<file path="config.mk">
export PLATFORM = sky130hd
export DESIGN_NAME = comment_stripper_core
export DESIGN_NICKNAME = d
export VERILOG_FILES = /design/src/rtl/cstrip_pkg.sv /design/src/rtl/cstrip_out_fifo.sv /design/src/rtl/comment_stripper_core.sv
export SDC_FILE = /design/constraint.sdc
export NUM_CORES = 1
export LEC_CHECK = 0
export ABC_AREA = 1
export BUFFER_PORTS_ARGS = -buffer_cell sky130_fd_sc_hd__buf_2
export CAP_MARGIN = 40
export CORE_ASPECT_RATIO = 2
export CORE_UTILIZATION = 40
export CTS_CLUSTER_SIZE = 16
export DETAILED_ROUTE_END_ITERATION = 6
export MAX_ROUTING_LAYER = met4
export PLACE_DENSITY = 0.54
export SYNTH_ARGS = -nofsm -noshare
export SYNTH_HDL_FRONTEND = slang
export SYNTH_SLANG_ARGS = --single-unit
</file>
<file path="constraint.sdc">
create_clock -name clk_i -period 3 [get_ports clk_i]
set_input_delay 0.3 -clock clk_i [delete_from_list [all_inputs] [get_ports clk_i]]
set_output_delay 0.3 -clock clk_i [all_outputs]
set_load 0.01 [all_outputs]
</file>
<file path="src/rtl/cstrip_pkg.sv">
`default_nettype none

package cstrip_pkg;

  // Marker characters.
  localparam logic [7:0] CharHash    = 8'h23;  // '#'
  localparam logic [7:0] CharAt      = 8'h40;  // '@'
  localparam logic [7:0] CharPercent = 8'h25;  // '%'
  localparam logic [7:0] CharNewline = 8'h0A;  // '\n'

  // Input item kinds, carried on the slave tuser.
  localparam logic KindText = 1'b0;
  localparam logic KindEnd  = 1'b1;

  // Positions consumed by each marker after its first byte.
  localparam logic [1:0] SkipLineOpen  = 2'd2;
  localparam logic [1:0] SkipBlockMark = 2'd1;

  // Output queue geometry.
  localparam int unsigned QueueDepth = 4;
  localparam int unsigned QueuePtrW  = $clog2(QueueDepth);
  localparam int unsigned QueueCntW  = $clog2(QueueDepth + 1);

  typedef struct packed {
    logic       in_line;
    logic       in_block;
    logic [1:0] skip;
  } mode_t;

  typedef struct packed {
    logic  keep;
    mode_t mode;
  } decision_t;

  typedef struct packed {
    logic       has_byte;
    logic [7:0] out_byte;
    logic       last;
  } result_t;

  // Decides one position w0 given up to two bytes of lookahead.
  function automatic decision_t decide(input mode_t m, input logic [7:0] w0,
                                       input logic v1, input logic [7:0] w1,
                                       input logic v2, input logic [7:0] w2);
    decision_t d;
    d.keep = 1'b0;
    d.mode = m;
    if (m.skip != 2'd0) begin
      d.mode.skip = m.skip - 2'd1;
    end else if (w0 == CharHash && v1 && w1 == CharHash && v2 && w2 == CharHash) begin
      d.mode.in_line = 1'b1;
      d.mode.skip    = SkipLineOpen;
    end else if (w0 == CharAt && v1 && w1 == CharPercent) begin
      d.mode.in_block = 1'b1;
      d.mode.skip     = SkipBlockMark;
    end else if (m.in_line && w0 == CharNewline) begin
      d.mode.in_line = 1'b0;
    end else if (m.in_block && w0 == CharPercent && v1 && w1 == CharAt) begin
      d.mode.in_block = 1'b0;
      d.mode.skip     = SkipBlockMark;
    end else if (!m.in_line && !m.in_block) begin
      d.keep = 1'b1;
    end
    return d;
  endfunction

endpackage

`default_nettype wire

</file>
<file path="src/rtl/cstrip_out_fifo.sv">
`default_nettype none

// Small result queue: takes up to two results per cycle, hands out one.
module cstrip_out_fifo (
  input  wire logic                clk_i,
  input  wire logic                rst_ni,
  input  wire logic [1:0]          push_cnt_i,
  input  wire cstrip_pkg::result_t push_data0_i,
  input  wire cstrip_pkg::result_t push_data1_i,
  output logic                     space_o,
  output logic                     valid_o,
  output cstrip_pkg::result_t      data_o,
  input  wire logic                pop_i
);
  import cstrip_pkg::*;

  result_t               mem_q [QueueDepth];
  logic [QueuePtrW-1:0]  wr_ptr_q, wr_ptr_d;
  logic [QueuePtrW-1:0]  rd_ptr_q, rd_ptr_d;
  logic [QueueCntW-1:0]  count_q, count_d;
  logic                  do_pop;

  assign valid_o = (count_q != '0);
  assign do_pop  = pop_i && valid_o;
  // Room for a worst-case push of two results.
  assign space_o = (count_q <= QueueCntW'(QueueDepth - 2));
  assign data_o  = mem_q[rd_ptr_q];

  always_comb begin
    wr_ptr_d = wr_ptr_q + QueuePtrW'(push_cnt_i);
    rd_ptr_d = rd_ptr_q + QueuePtrW'(do_pop);
    count_d  = count_q + QueueCntW'(push_cnt_i) - QueueCntW'(do_pop);
  end

  always_ff @(posedge clk_i or negedge rst_ni) begin
    if (!rst_ni) begin
      wr_ptr_q <= '0;
      rd_ptr_q <= '0;
      count_q  <= '0;
    end else begin
      wr_ptr_q <= wr_ptr_d;
      rd_ptr_q <= rd_ptr_d;
      count_q  <= count_d;
    end
  end

  always_ff @(posedge clk_i) begin
    if (push_cnt_i != 2'd0) begin
      mem_q[wr_ptr_q] <= push_data0_i;
    end
    if (push_cnt_i == 2'd2) begin
      mem_q[wr_ptr_q + QueuePtrW'(1)] <= push_data1_i;
    end
  end

endmodule

`default_nettype wire

</file>
<file path="src/rtl/comment_stripper_core.sv">
`default_nettype none

// Streaming comment remover. Text arrives one byte per transfer on the slave
// side (tuser low) and only bytes outside comments leave on the master side.
// "###" opens a line comment that a newline closes, "@%" opens a block comment
// that "%@" closes, and marker bytes are never passed on. Each byte is decided
// with a lookahead of the two bytes after it, so the first result of a text
// appears only once three bytes or an end transfer have arrived, and the last
// two bytes stay held until an end transfer (tuser high) arrives. The end
// transfer decides the held bytes, emits them (at most two results) with tlast
// on the final one, or a single empty result (tuser low, tdata zero) with
// tlast if nothing is kept, and returns the block to its reset state. The
// block takes one transfer per clock cycle; results are registered in a
// four-entry output queue and wait there until the master side takes them;
// the slave side stalls only while three or more results are waiting, which
// is what bounds throughput when the downstream side applies back-pressure.
module comment_stripper_core (
  input  wire logic       clk_i,
  input  wire logic       rst_ni,
  // Slave side
  input  wire logic       s_axis_tvalid_i,
  output logic            s_axis_tready_o,
  input  wire logic [7:0] s_axis_tdata_i,   // [7:0] text_byte
  input  wire logic       s_axis_tuser_i,   // [0] kind (0 text byte, 1 end of text)
  // Master side
  output logic            m_axis_tvalid_o,
  input  wire logic       m_axis_tready_i,
  output logic [7:0]      m_axis_tdata_o,   // [7:0] out_byte
  output logic            m_axis_tuser_o,   // [0] has_byte
  output logic            m_axis_tlast_o    // last
);
  import cstrip_pkg::*;

  // Comment flags and count of marker positions still to be consumed.
  mode_t       mode_q, mode_d;
  // Held bytes waiting for their lookahead; valid below held_cnt_q.
  logic [7:0]  held_q [2];
  logic [7:0]  held_d [2];
  logic [1:0]  held_cnt_q, held_cnt_d;

  logic        accept;
  logic        fifo_space;
  logic [1:0]  push_cnt;
  result_t     res0, res1;
  result_t     head;

  decision_t   dec_step;   // steady-state decision of the oldest held byte
  decision_t   dec_end0;   // end of text, first held byte
  decision_t   dec_end1;   // end of text, second held byte
  logic        two_held;
  logic        keep0, keep1;

  assign s_axis_tready_o = fifo_space;
  assign accept          = s_axis_tvalid_i && s_axis_tready_o;
  assign two_held        = (held_cnt_q == 2'd2);

  // With two bytes held, the incoming byte completes the window of the oldest.
  assign dec_step = decide(mode_q, held_q[0], 1'b1, held_q[1], 1'b1, s_axis_tdata_i);

  // At the end of text, bytes past the end never match a marker. The second
  // decision sees the mode that the first one leaves behind.
  assign dec_end0 = decide(mode_q, held_q[0], two_held,
                           two_held ? held_q[1] : 8'h00, 1'b0, 8'h00);
  assign dec_end1 = decide(dec_end0.mode, held_q[1], 1'b0, 8'h00, 1'b0, 8'h00);
  assign keep0    = (held_cnt_q != 2'd0) && dec_end0.keep;
  assign keep1    = two_held && dec_end1.keep;

  always_comb begin
    mode_d     = mode_q;
    held_d     = held_q;
    held_cnt_d = held_cnt_q;
    push_cnt   = 2'd0;
    res0       = '0;
    res1       = '0;
    if (accept) begin
      if (s_axis_tuser_i == KindText) begin
        if (!two_held) begin
          // Still filling the lookahead window.
          held_d[held_cnt_q[0]] = s_axis_tdata_i;
          held_cnt_d            = held_cnt_q + 2'd1;
        end else begin
          mode_d    = dec_step.mode;
          held_d[0] = held_q[1];
          held_d[1] = s_axis_tdata_i;
          if (dec_step.keep) begin
            push_cnt = 2'd1;
            res0     = '{has_byte: 1'b1, out_byte: held_q[0], last: 1'b0};
          end
        end
      end else begin
        // End of text: flush what is held, then start over.
        mode_d     = '0;
        held_cnt_d = 2'd0;
        if (keep0 && keep1) begin
          push_cnt = 2'd2;
          res0     = '{has_byte: 1'b1, out_byte: held_q[0], last: 1'b0};
          res1     = '{has_byte: 1'b1, out_byte: held_q[1], last: 1'b1};
        end else if (keep0) begin
          push_cnt = 2'd1;
          res0     = '{has_byte: 1'b1, out_byte: held_q[0], last: 1'b1};
        end else if (keep1) begin
          push_cnt = 2'd1;
          res0     = '{has_byte: 1'b1, out_byte: held_q[1], last: 1'b1};
        end else begin
          push_cnt = 2'd1;
          res0     = '{has_byte: 1'b0, out_byte: 8'h00, last: 1'b1};
        end
      end
    end
  end

  always_ff @(posedge clk_i or negedge rst_ni) begin
    if (!rst_ni) begin
      mode_q     <= '0;
      held_cnt_q <= 2'd0;
    end else begin
      mode_q     <= mode_d;
      held_cnt_q <= held_cnt_d;
    end
  end

  // Held bytes carry no reset; only entries below the count are ever used.
  always_ff @(posedge clk_i) begin
    held_q <= held_d;
  end

  cstrip_out_fifo u_out_fifo (
    .clk_i        (clk_i),
    .rst_ni       (rst_ni),
    .push_cnt_i   (push_cnt),
    .push_data0_i (res0),
    .push_data1_i (res1),
    .space_o      (fifo_space),
    .valid_o      (m_axis_tvalid_o),
    .data_o       (head),
    .pop_i        (m_axis_tready_i)
  );

  assign m_axis_tdata_o = head.out_byte;
  assign m_axis_tuser_o = head.has_byte;
  assign m_axis_tlast_o = head.last;

endmodule

`default_nettype wire

</file>
---- Word level (Yosys, flattened, before mapping) ----
Memory sizes are Yosys's and may differ from the RTL's.
Index checks and enable logic that the tools add are counted.
storage, ports and cells
  register bits after elaboration ......... 29
  bits in writable memories ............... 40
  input bits .............................. 13
  output and inout port bits .............. 12
  logic and storage cells ................. 131
  memories kept ........................... 1
memory list
  memory            words  bits a word  read ports  clocked after Yosys merged registers in  write ports  line                   text
  u_out_fifo.mem_q  4      10           1           0                                        2            cstrip_out_fifo.sv:17  result_t mem_q [QueueDepth];
cells by class
  add/sub/neg operators ................... 7
  order comparisons ....................... 3
  eq/ne operators ......................... 19
  muxes and demuxes ....................... 54
  bitwise logic cells ..................... 2
  reductions and logical operators ........ 36
operator list
  operator             count
  $mux 10              10
  $eq 8x6->1 const B   6
  $eq 8x7->1 const B   3
  $mux 3               8
  $mux 2               11
  $logic_and 1x1->1    19
  $mux 1               18
  $bwmux 16            1
  $eq 8x4->1 const B   2
  $mux 16              1
  $mux 8               2
  $reduce_bool 2->1    5
  $demux 8 s1          1
  $mux 4               2
  $reduce_and 4->1     2
  $ne 2x2->1 const B   3
  $ne 3x3->1 const B   2
  $reduce_and 6->1     1
  $reduce_bool 3->1    2
  $ne 5x5->1 const B   1
  $reduce_bool 5->1    1
  $add 2x1->2 const B  2
  $eq 2x2->1 const B   2
  $logic_not 1->1      4
  other kinds (11)     12

---- Depth between registers and ports, before layout ----
  depth in word-level cells ............... 21
  gate-level depth with buffers ........... 17
  gate-level depth less buffers ........... 17

---- By module ----
A second synthesis with hierarchy kept.
unflattened totals
  cell total of the unflattened synthesis .. 537
  area, all modules ....................... 4360.4 um2
modules (own cells, without submodules)
  module                 instances  cells an instance  area an instance (um2)  sequential area each (um2)
  cstrip_out_fifo        1          261                2507.4                  1376.3
  comment_stripper_core  1          276                1853.0                  630.6

---- Least setup slack after synthesis ----
Ideal clock, no wire load.
  path kind ............................... reg2reg
  start point ............................. register held_cnt_q[0]
  end point ............................... register u_out_fifo.count_q[2]
  data arrival time ....................... 2652 ps
  required time ........................... 2871 ps
  slack ................................... 220 ps
  stages on the path, launching flop included .. 17
  buffers on the path ..................... 1
  path through ............................ dfrtp_1 inv_1 ha_1 buf_4 nand3_1 nor2_1 nand3_2 nand2_1 nand2_1 nand3_4 o21ai_0 nand2_1 ha_1 inv_1 fa_1 xnor2_1 xor2_1
between the ends
  word-level cells in the longest chain between the ends .. 20
RTL lines
  item                             line                          text
  start, declared                  comment_stripper_core.sv:39   logic [1:0] held_cnt_q, held_cnt_d;
  start signal, assigned           comment_stripper_core.sv:118  held_cnt_q <= held_cnt_d;
  $eq 2x2->1                       comment_stripper_core.sv:55   assign two_held = (held_cnt_q == 2'd2);
  $mux 8                           comment_stripper_core.sv:63   two_held ? held_q[1] : 8'h00, 1'b0, 8'h00);
  $eq 8x7->1                       cstrip_pkg.sv:58              end else if (m.in_block && w0 == CharPercent && v1 && w1 == CharAt) begin
  $logic_and 1x1->1                cstrip_pkg.sv:58
  $mux 3                           cstrip_pkg.sv:58
  $mux 3                           cstrip_pkg.sv:56              end else if (m.in_line && w0 == CharNewline) begin
  $mux 3                           cstrip_pkg.sv:53              end else if (w0 == CharAt && v1 && w1 == CharPercent) begin
  $mux 3                           cstrip_pkg.sv:48              if (m.skip != 2'd0) begin
  [5 not listed]                   -
  $logic_and 1x1->1                comment_stripper_core.sv:66   assign keep1 = two_held && dec_end1.keep;
  $logic_and 1x1->1                comment_stripper_core.sv:94   if (keep0 && keep1) begin
  $mux 2                           comment_stripper_core.sv:94
  $mux 2 (*)                       comment_stripper_core.sv:76   if (s_axis_tuser_i == KindText) begin
  $mux 2 (*)                       comment_stripper_core.sv:75   if (accept) begin
  $add 3x2->3 (*)                  cstrip_out_fifo.sv:32         count_d = count_q + QueueCntW'(push_cnt_i) - QueueCntW'(do_pop);
  $sub 3x1->3 (*)                  cstrip_out_fifo.sv:32
  named net u_out_fifo.count_d[2]  cstrip_out_fifo.sv:20         logic [QueueCntW-1:0] count_q, count_d;
  end signal, assigned             cstrip_out_fifo.sv:43         count_q <= count_d;
  end, declared                    cstrip_out_fifo.sv:20
Mark *: on every way through the listed nets, which the timed path passes. The rest lies on a longest branch.
A chain may end at the register's enable or synchronous reset.

---- Worst setup path in the final report ----
Same ends and word-level chain as after synthesis.

==> flow_summary.html <==
<table>
<tr><th>Metric</th><th>Value</th></tr>
<tr><th colspan="2">Clock network</th></tr>
<tr><td>Htree depth</td><td>3</td></tr>
<tr><td>TritonCTS clock tree</td><td>built</td></tr>
<tr><td>Buffer count from post-CTS setup fixing</td><td>0</td></tr>
<tr><td>Num CTS Buffers</td><td>9</td></tr>
<tr><td>Clk sink count</td><td>69</td></tr>
<tr><td>Latest clock arrival within the worst-skew pair</td><td>0.34 ns</td></tr>
<tr><td>Maximum clock insertion buffer count</td><td>2</td></tr>
<tr><td>Clock Root Buffer</td><td>clkbuf_16</td></tr>
<tr><td>Post-CTS clock slew at the launch and capture registers of the worst setup and hold paths</td><td>0.06 ns</td></tr>
<tr><th colspan="2">Worst setup path</th></tr>
<tr><td>Type of the worst setup path</td><td>flip-flop to flip-flop</td></tr>
<tr><td>Worst setup EP type</td><td>flip-flop</td></tr>
<tr><td>Largest fanout on the critical path</td><td>11</td></tr>
<tr><td>Required time of the worst setup path</td><td>3.26 ns</td></tr>
<tr><td>Reg-to-Reg End</td><td>u_out_fifo.count_q[2]</td></tr>
<tr><td>Arrival time of the worst setup path</td><td>2.98 ns</td></tr>
<tr><td>Worst setup startpoint</td><td>held_cnt_q[0]</td></tr>
<tr><td>Worst Reg2Reg Path Length in Cells</td><td>13</td></tr>
<tr><td>Register-to-register setup slack</td><td>0.28 ns</td></tr>
<tr><td>Worst setup SP type</td><td>flip-flop</td></tr>
<tr><td>Critical Path End</td><td>u_out_fifo.count_q[2]</td></tr>
<tr><td>Reg2Reg Launch Point</td><td>held_cnt_q[0]</td></tr>
<tr><th colspan="2">Pwr</th></tr>
<tr><td>Net switching power figure</td><td>1.51 mW</td></tr>
<tr><td>Internal Power</td><td>2.38 mW</td></tr>
<tr><td>Proportion of total power due to net switching</td><td>38.8%</td></tr>
<tr><td>Power density normalized to cell area</td><td>808 nW/um^2</td></tr>
<tr><td>Relative contribution of sequential cells to total power</td><td>34.8%</td></tr>
<tr><td>Peak ir drop on the vdd network</td><td>356 uV</td></tr>
<tr><td>Part of the total power dissipated in combinational logic</td><td>38.1%</td></tr>
<tr><td>Clock Power Share</td><td>27.1%</td></tr>
<tr><td>Static leakage power</td><td>2.16 nW</td></tr>
<tr><td>Total power consumption of the routed design</td><td>3.89 mW</td></tr>
<tr><th colspan="2">Die</th></tr>
<tr><td>Placeable core area</td><td>10,100 um^2</td></tr>
<tr><td>Initial core utilization</td><td>41.2%</td></tr>
<tr><td>IO Pins</td><td>25</td></tr>
<tr><td>Die Span X</td><td>74.1 um</td></tr>
<tr><td># rows</td><td>52</td></tr>
<tr><td>Die height</td><td>146 um</td></tr>
<tr><td>Die ar.</td><td>10,800 um^2</td></tr>
<tr><th colspan="2">STA</th></tr>
<tr><td>Clock skew</td><td>0.00760 ns</td></tr>
<tr><td>Relative slew margins</td><td>44.1%</td></tr>
<tr><td>Final Hold Viols</td><td>0</td></tr>
<tr><td>Period utilisation layout</td><td>90.7%</td></tr>
<tr><td>Final critical path time including I/O delays and setup</td><td>2.72 ns</td></tr>
<tr><td>Highest attainable clock frequency</td><td>0.367 GHz</td></tr>
<tr><td>Setup TNS</td><td>0 ns</td></tr>
<tr><td>Fin. max-slew vios</td><td>0</td></tr>
<tr><td>Unrepaired setup endpoints after global routing</td><td>false</td></tr>
<tr><td>Setup violations, final</td><td>0</td></tr>
<tr><td>Worst-margin pin slew</td><td>0.839 ns</td></tr>
<tr><th colspan="2">Placement</th></tr>
<tr><td>Placer Congestion</td><td>1.01</td></tr>
<tr><td>Count of input and output buffers</td><td>24</td></tr>
<tr><td>Half-perimeter wire length after detailed placement</td><td>8590 um</td></tr>
<tr><th colspan="2">Finish</th></tr>
<tr><td>Synthesis-to-finish area growth</td><td>16.1%</td></tr>
<tr><td>Number of nets in the layout</td><td>569</td></tr>
<tr><td>Layout cells sized above 1</td><td>13.9%</td></tr>
<tr><td>Commonest non-fill, non-tap cells in the layout</td><td>107 x nand2_1, 75 x nor2_1, 64 x nand3_1</td></tr>
<tr><td>Antenna Cells</td><td>0</td></tr>
<tr><td>Most frequent standard cell in the layout excluding fill and tap cells</td><td>nand2_1</td></tr>
<tr><th colspan="2">Yosys</th></tr>
<tr><td>Gate count after technology mapping</td><td>508</td></tr>
<tr><td>Top post-synthesis cells by area</td><td>edfxtp_1 40%, nand2_1 9.7%, dfrtp_1 7.8%</td></tr>
<tr><td>Mapped Avg Cell Area</td><td>8.18 um^2</td></tr>
<tr><td>Yosys synthesis warning count</td><td>0</td></tr>
<tr><td>Net count after synthesis</td><td>530</td></tr>
<tr><td>Post-synth top area cell</td><td>edfxtp_1</td></tr>
<tr><td>Fraction of post-synthesis cell area in the top cell type by area</td><td>40.5%</td></tr>
<tr><td>Combined area of all synthesized cells</td><td>4150 um^2</td></tr>
<tr><td>Sequential element share of the synthesized area</td><td>48.3%</td></tr>
<tr><td>Number of synthesized register bits</td><td>69</td></tr>
<tr><td>Unique masters post-synth</td><td>37</td></tr>
<tr><th colspan="2">Run status</th></tr>
<tr><td>Result of the run</td><td>finished, final reports clean</td></tr>
<tr><th colspan="2">Routing</th></tr>
<tr><td>Number of iterations in the first detailed-routing pass</td><td>4</td></tr>
<tr><td>Via density per instance</td><td>5.13</td></tr>
<tr><td>Drt first-iter violations</td><td>171</td></tr>
<tr><td>Routed via count</td><td>3,527</td></tr>
<tr><td>Remaining routing DRC violations</td><td>0</td></tr>
<tr><td>Mean routed wirelength per cell</td><td>15.4 um</td></tr>
<tr><td>Number of nets still failing antenna checks after routing</td><td>0</td></tr>
<tr><td>Total wire length</td><td>10,600 um</td></tr>
<tr><th colspan="2">GRT</th></tr>
<tr><td>Pin count of the biggest net entering global routing</td><td>26</td></tr>
<tr><td>Number of antenna violations at the first check in global routing</td><td>0</td></tr>
<tr><td>Overflow left after global routing</td><td>0</td></tr>
<tr><td>Global-route wire length before repair</td><td>17,300 um</td></tr>
<tr><td>Via count of the first global-routing pass</td><td>3,483</td></tr>
<tr><td>Overall track demand over capacity in global routing</td><td>22.1%</td></tr>
<tr><th colspan="2">Flow run</th></tr>
<tr><td>MaxCap Viol Count</td><td>0</td></tr>
<tr><th colspan="2">Min path</th></tr>
<tr><td>Tightest Hold Check Type</td><td>input port to flip-flop</td></tr>
</table>
worst min path at each step:
stage / from / end / slack (ns) / cells after the start
after detailed placement: rst_ni / mode_q[0] / 0.22 / 1
after floorplan: rst_ni / held_cnt_q[0] / 0.004 / 0
final: s_axis_tdata_i[1] / held_q[1] / 0.29 / 3
after CTS: s_axis_tdata_i[1] / held_q[1] / 0.29 / 3
after global placement: rst_ni / mode_q[2] / 0.21 / 1
after global routing: s_axis_tdata_i[5] / held_q[5] / 0.31 / 3
power groups by stage:
stage	clock [mW]	combinational [mW]	sequential, mW
global route	1.11	1.68	1.37
detailed placement	0	1.49	1.37
finish	1.06	1.48	1.36
global placement	0	1.46	1.37
CTS	1.08	1.50	1.35
floorplan	0	1.06	1.32
cell families after synthesis:
family / synth area share (%)
simple gates: 29.5
compound gates: 10.5
buf+inv: 7.74
flops: 48.3
fa+ha+maj: 2.89
xor+xnor: 1.05
metal layers:
metal  GRT usage, %  up-vias  routed length, um
met5              -        -                  0
met3           3.59       21                223
met1           20.3     1651               3670
li1               -     1796                  -
met4           10.0        0                296
met2           41.9       59               6400
per-stage QoR:
step                util, %  cell area [um^2]  setup slack, ns  cells  hold WS, ns
finish                 47.8              4820            0.278    687        0.293
detailed placement     44.6              4490           0.0599    670        0.217
CTS                    47.6              4800           0.0344    687        0.286
global placement       44.6              4490            0.162    670        0.212
global route           47.8              4820           0.0360    687        0.315
floorplan                 -              4150            0.220    508      0.00441
cells in the mapped netlist, drive strengths merged:
library cell,instances
nand2,109
nor2,78
nand3,69
inv,57
edfxtp,56
o21ai,47
nand4,14
o22ai,14
dfrtp,13
buf,11
ha,8
a21oi,7
clkbuf,6
o21bai,4
o31ai,3
xor2,3
clkinv,2
xnor2,2
a21boi,1
fa,1
nor3b,1
nor4,1
o21a,1
critical path: stages (launching register included):
cell,delay (ns)
dfrtp_1,0.40
inv_2,0.11
ha_4,0.21
nand2_1,0.11
inv_1,0.07
nand2_1,0.05
nor2_1,0.13
nand4_1,0.17
nand2_4,0.15
nand4_2,0.14
ha_1,0.34
fa_1,0.44
xnor2_1,0.17
xor2_1,0.16
layout make-up:
class | count | area, um^2
clock inverter | 6 | 71.3
multi-input combinational | 363 | 1840
inverter | 59 | 221
tap | 135 | 169
timing repair buffer | 45 | 280
fill | 1005 | 5260
clock buffer | 10 | 229
sequential | 69 | 2010
flip-flops by register name (all words and copies together) (netlist names):
signal	cells
u_out_fifo.rd_ptr_q	2
held_q	16
mode_q	4
u_out_fifo.count_q	3
u_out_fifo.mem_q	40
held_cnt_q	2
u_out_fifo.wr_ptr_q	2
what timing repair did:
item                       in CTS  in global routing
gates resized for setup         0                  4
hold endpoints to repair       13                  0
hold buffers                    1                  0
setup endpoints to repair       0                 44
No activity file was read; power rests on OpenSTA's default activity.
